<file path="src/hdl/dwp_pkg.sv">
package dwp_pkg;

	// signed Q10.8 sample
	localparam int QW = 19;
	localparam int NCH = 3;
	localparam int WORDW = QW * NCH;
	typedef logic signed [QW-1:0] q_t;

	// floor division by five via reciprocal on a biased, non-negative sum
	localparam logic [23:0] RECIP5 = 24'd13421773;
	localparam int RECIP5_SHIFT = 26;
	localparam logic signed [21:0] DIV5_BIAS = 22'sd1310720;
	localparam logic signed [20:0] DIV5_OFFSET = 21'sd262144;

	// register reset values
	localparam logic [9:0] FRAME_WIDTH_RST = 10'd320;
	localparam logic [9:0] FRAME_HEIGHT_RST = 10'd240;
	localparam logic [16:0] FRICTION_RST = 17'd62259;
	localparam logic [16:0] SPEED_RST = 17'd13107;

	typedef enum logic [1:0] {
		REG_FRAME_WIDTH = 2'd0,
		REG_FRAME_HEIGHT = 2'd1,
		REG_FRICTION = 2'd2,
		REG_SPEED = 2'd3
	} reg_index_t;

	// stage load strobes for the channel arithmetic
	typedef struct packed {
		logic ld_s1;
		logic ld_s2;
		logic ld_s3;
	} lane_ctl_t;

	// saturate to Q10.8
	function automatic q_t sat_q(input logic signed [25:0] x);
		q_t r;
		if (x > 26'sd262143) begin
			r = 19'sh3FFFF;
		end else if (x < -26'sd262144) begin
			r = 19'sh40000;
		end else begin
			r = x[QW-1:0];
		end
		return r;
	endfunction

	// floor to integer and clamp to 0..255
	function automatic logic [7:0] to_pixel(input q_t h);
		logic [7:0] p;
		if (h[QW-1]) begin
			p = 8'd0;
		end else if (h[17:16] != 2'b00) begin
			p = 8'hFF;
		end else begin
			p = h[15:8];
		end
		return p;
	endfunction

endpackage

</file>
<file path="src/hdl/dwp_lane.sv">
module dwp_lane import dwp_pkg::*; (
	input  logic        clk,
	input  lane_ctl_t   ctl,
	input  logic [7:0]  src,
	input  q_t          cur,
	input  q_t          above,
	input  q_t          below,
	input  q_t          left,
	input  q_t          right,
	input  q_t          vel,
	input  logic [16:0] speed,
	input  logic [16:0] friction,
	output q_t          vel_new,
	output q_t          h_new,
	output logic [7:0]  pixel
);

	logic signed [21:0] sum;
	logic [21:0]        biased;
	logic [45:0]        quot_s1;
	logic [19:0]        q5;
	logic signed [20:0] target;
	logic signed [20:0] delta;
	logic signed [38:0] acc_s2;
	logic signed [22:0] accel;
	logic signed [23:0] vsum;
	logic signed [41:0] fr_s3;

	// source plus neighbor sum, biased non-negative, times reciprocal of five
	assign sum = $signed({6'd0, src, 8'd0}) + 22'(above) + 22'(below)
		+ 22'(left) + 22'(right);
	assign biased = 22'(sum + DIV5_BIAS);

	always_ff @(posedge clk) begin
		if (ctl.ld_s1) begin
			quot_s1 <= 46'(biased) * 46'(RECIP5);
		end
	end

	// target minus current height, scaled by speed
	assign q5 = quot_s1[45:RECIP5_SHIFT];
	assign target = $signed({1'b0, q5}) - DIV5_OFFSET;
	assign delta = target - 21'(cur);

	always_ff @(posedge clk) begin
		if (ctl.ld_s2) begin
			acc_s2 <= delta * $signed({1'b0, speed});
		end
	end

	// damped velocity
	assign accel = acc_s2[38:16];
	assign vsum = 24'(vel) + 24'(accel);

	always_ff @(posedge clk) begin
		if (ctl.ld_s3) begin
			fr_s3 <= vsum * $signed({1'b0, friction});
		end
	end

	// saturate and integrate
	assign vel_new = sat_q($signed(fr_s3[41:16]));
	assign h_new = sat_q(26'(cur) + 26'(vel_new));
	assign pixel = to_pixel(h_new);

endmodule

</file>
<file path="config.mk">
export PLATFORM = sky130hd
export DESIGN_NAME = dwp_lane
export DESIGN_NICKNAME = d
export VERILOG_FILES = /design/src/hdl/dwp_pkg.sv /design/src/hdl/dwp_lane.sv
export SDC_FILE = /design/constraint.sdc
export NUM_CORES = 2
export LEC_CHECK = 0
export BUFFER_PORTS_ARGS = -buffer_cell sky130_fd_sc_hd__buf_4
export CAP_MARGIN = 20
export CORE_MARGIN = 4
export CORE_UTILIZATION = 55
export DETAILED_ROUTE_END_ITERATION = 7
export GPL_TIMING_DRIVEN = 0
export HOLD_SLACK_MARGIN = 0.08
export MAX_ROUTING_LAYER = met4
export PLACE_DENSITY_LB_ADDON = 0.2
export SLEW_MARGIN = 40
export SYNTH_ARGS = -nofsm -noshare
export SYNTH_HDL_FRONTEND = slang
export SYNTH_SLANG_ARGS = --single-unit
export TNS_END_PERCENT = 20
</file>
<file path="constraint.sdc">
create_clock -name clk -period 23.3 [get_ports clk]
set_input_delay 4.66 -clock clk [delete_from_list [all_inputs] [get_ports clk]]
set_output_delay 4.66 -clock clk [all_outputs]
set_load 0.1 [all_outputs]
</file>
==> impl_metrics.env <==
export IMPL_r2r_start="quot_s1[26]"
export IMPL_grt_pass1_wl_mm=174.6
export IMPL_viasPerCell=5.292
export IMPL_cts_htree_levels=3
export IMPL_slowest_delay_ps=610
export IMPL_end_kind="flip-flop"
export IMPL_finalMaxSlewViolations=0
export IMPL_cts_root_buf="clkbuf_16"
export IMPL_clock_latency_ps=350
export IMPL_fin_tns_setup_ps=0
export IMPL_wl_mm=106.4
export IMPL_yosysTopAreaCell="fa_1"
export IMPL_die_h_um=283.2
export IMPL_syn_area_um2=41660
export IMPL_worstSetupPathType="in -> reg"
export IMPL_cp_required_ps=23400
export IMPL_clock_sinks=69
export IMPL_die_w_um=283.2
export IMPL_critPathLaunch="above[2]"
export IMPL_synth_most_common_cell="inv_1"
export IMPL_cts_resized=0
export IMPL_max_freq_ghz=0.06793
export IMPL_vias=30143
export IMPL_outcome="finished, final reports clean"
export IMPL_start_kind="input pin"
export IMPL_async_flop_share=0
export IMPL_overflow=0
export IMPL_area_growth_pct=7.860
export IMPL_yosysUniqueCellTypes=72
export IMPL_antenna_cells=0
export IMPL_die_area_um2=80210
export IMPL_clock_path_buffers=2
export IMPL_cts_inserted_buffers=9
export IMPL_fin_crit_sh=0.6318
export IMPL_syn_inst=4506
export IMPL_yosys_warnings=0
export IMPL_syn_num_nets=6091
export IMPL_ant_nets=0
export IMPL_gp_congestion=0.9518
export IMPL_portBuffers=205
export IMPL_synth_seq_area_share=0.04973
export IMPL_clock_skew_final_ps=8.503
export IMPL_arrival_ps=14820
export IMPL_yosys_top_cells_count="inv_1 (1223), fa_1 (938), nand2_1 (534)"
export IMPL_period_needed_ps=14720
export IMPL_ys_ff_latch=69
export IMPL_initial_utilization=0.5568
export IMPL_cp_common_cell="fa_1"
export IMPL_fill_cells=6646
export IMPL_first_iter_violations=1653
export IMPL_synthFlopType="edfxtp_1"
export IMPL_drc=0
export IMPL_setup_violations=0
export IMPL_synthTopCellsByArea="fa_1 (45%), ha_1 (15%), inv_1 (11%)"
export IMPL_avgSynthCellArea_um2=9.246
export IMPL_hold_violations=0
export IMPL_synth_top_area_frac=0.4507
export IMPL_cap_viol_max_count=0
export IMPL_tightest_slew_ps=861.6
export IMPL_core_um2=74820
export IMPL_rows=100
export IMPL_antenna_found_initial=5
export IMPL_post_cts_buffers=0
export IMPL_dp_hpwl_mm=96.30
export IMPL_wire_per_inst_um=18.67
export IMPL_cts_hold_fix_buffers=0
export IMPL_crit_slowest_cell="fa_1"
export IMPL_min_path_type="reg -> reg"
export IMPL_rsz0062_at_grt="false"
export IMPL_fin_nets=6307
export IMPL_clkTransAtPathRegs_ps=60
export IMPL_grt_max_degree=27
export IMPL_synth_edf_count=69
export IMPL_crit_fanout=5
export IMPL_first_global_vias=32432
export IMPL_slew_headroom=0.4215
export IMPL_final_layout_size_suffix_gt1_frac=0.06918
export IMPL_cts_tree="done"
export IMPL_dp_cells=5680
export IMPL_drt_first_pass_iters=7
export IMPL_stdcell_count=5696
export IMPL_grt_total_usage=0.2830
export IMPL_worstHoldStart="acc_s2[16]"
export IMPL_io_pins=206
-- cell families (layout without fill, tap and decap cells) --
kind of cell               count (synthesis)  after routing  share of synthesized area
adders and majority gates               1435           1435                     0.5996
muxes                                     35             35                   0.009250
and+or+nand+nor                         1092           1092                     0.1260
buffers and inverters                   1353           1574                     0.1228
xor gates and xnor gates                 147            147                    0.03162
DFF                                       69             69                    0.04973
AOI/OAI and AO/OA                        375            375                    0.06100
-- layout make-up --
type                            count  area, µm²  area share
Buffer                            130      524.3     0.01167
Sequential cell                    69       2072     0.04611
Timing Repair Buffer              205       1539     0.03425
Tap cell                          969       1212     0.02698
Multi-Input combinational cell   3084      34670      0.7716
Inverter                         1223       4591      0.1022
Clock inverter                      7      98.84    0.002200
Clock buffer                        9      225.2    0.005012
-- worst max-delay path, delay by kind of cell --
family	cells	cell delay, ps
adder cells (fa/ha/maj)	13	5970
AND/OR/NAND/NOR	2	330
XOR/XNOR	3	730
AO/OA/AOI/OAI	13	2600
buffers and inverters	8	500
-- state kept, by name, indices dropped and copies added, names as in the netlist --
name     flops
acc_s2      23
fr_s3       26
quot_s1     20
-- placed cells by master, fill, tap and decap left out, drive strengths merged, types with 12 or more instances in the layout --
| cell type | instances |
|---|---|
| a31oi | 12 |
| nand2b | 66 |
| xnor2 | 111 |
| clkbuf | 122 |
| o21a | 34 |
| edfxtp | 69 |
| nand3 | 23 |
| nor2 | 88 |
| nor2b | 37 |
| xor2 | 36 |
| a21oi | 107 |
| nor3 | 19 |
| buf | 222 |
| and2 | 273 |
| nand4 | 12 |
| and3 | 16 |
| a21o | 58 |
| fa | 938 |
| inv | 1224 |
| ha | 487 |
| mux2 | 25 |
| nand2 | 535 |
| o21bai | 16 |
| o21ai | 73 |
-- per-stage QoR --
step,instance area (µm²),hold slack (ps),setup slack [ps],util
after floorplan,41660,1436,9329,-
after global placement,44410,1931,8192,0.5936
after detailed placement,44590,1965,8221,0.5960
after CTS,44910,2039,8514,0.6003
after global routing,44940,2159,7990,0.6006
final,44940,2041,8579,0.6006
-- layer usage --
layer	wire, µm	vias up	GRT usage
met3	6328	153	0.03175
met4	2928	0	0.06819
met2	51770	819	0.4626
met5	0	-	-
li1	-	13859	-
met1	45330	15312	0.3833
-- final timing paths --
path / endpoint / slack, ps / cells past startpoint
setup / recovery: quot_s1[45] / 8580 / 39
hold / removal: fr_s3[19] / 2040 / 9
setup reg to reg: acc_s2[38] / 12820 / 38
hold reg to reg: fr_s3[19] / 2040 / 9
Power is left out: the tool's default activity adds up to more than one toggle a clock period on the data nets, which glitch-free logic cannot reach.
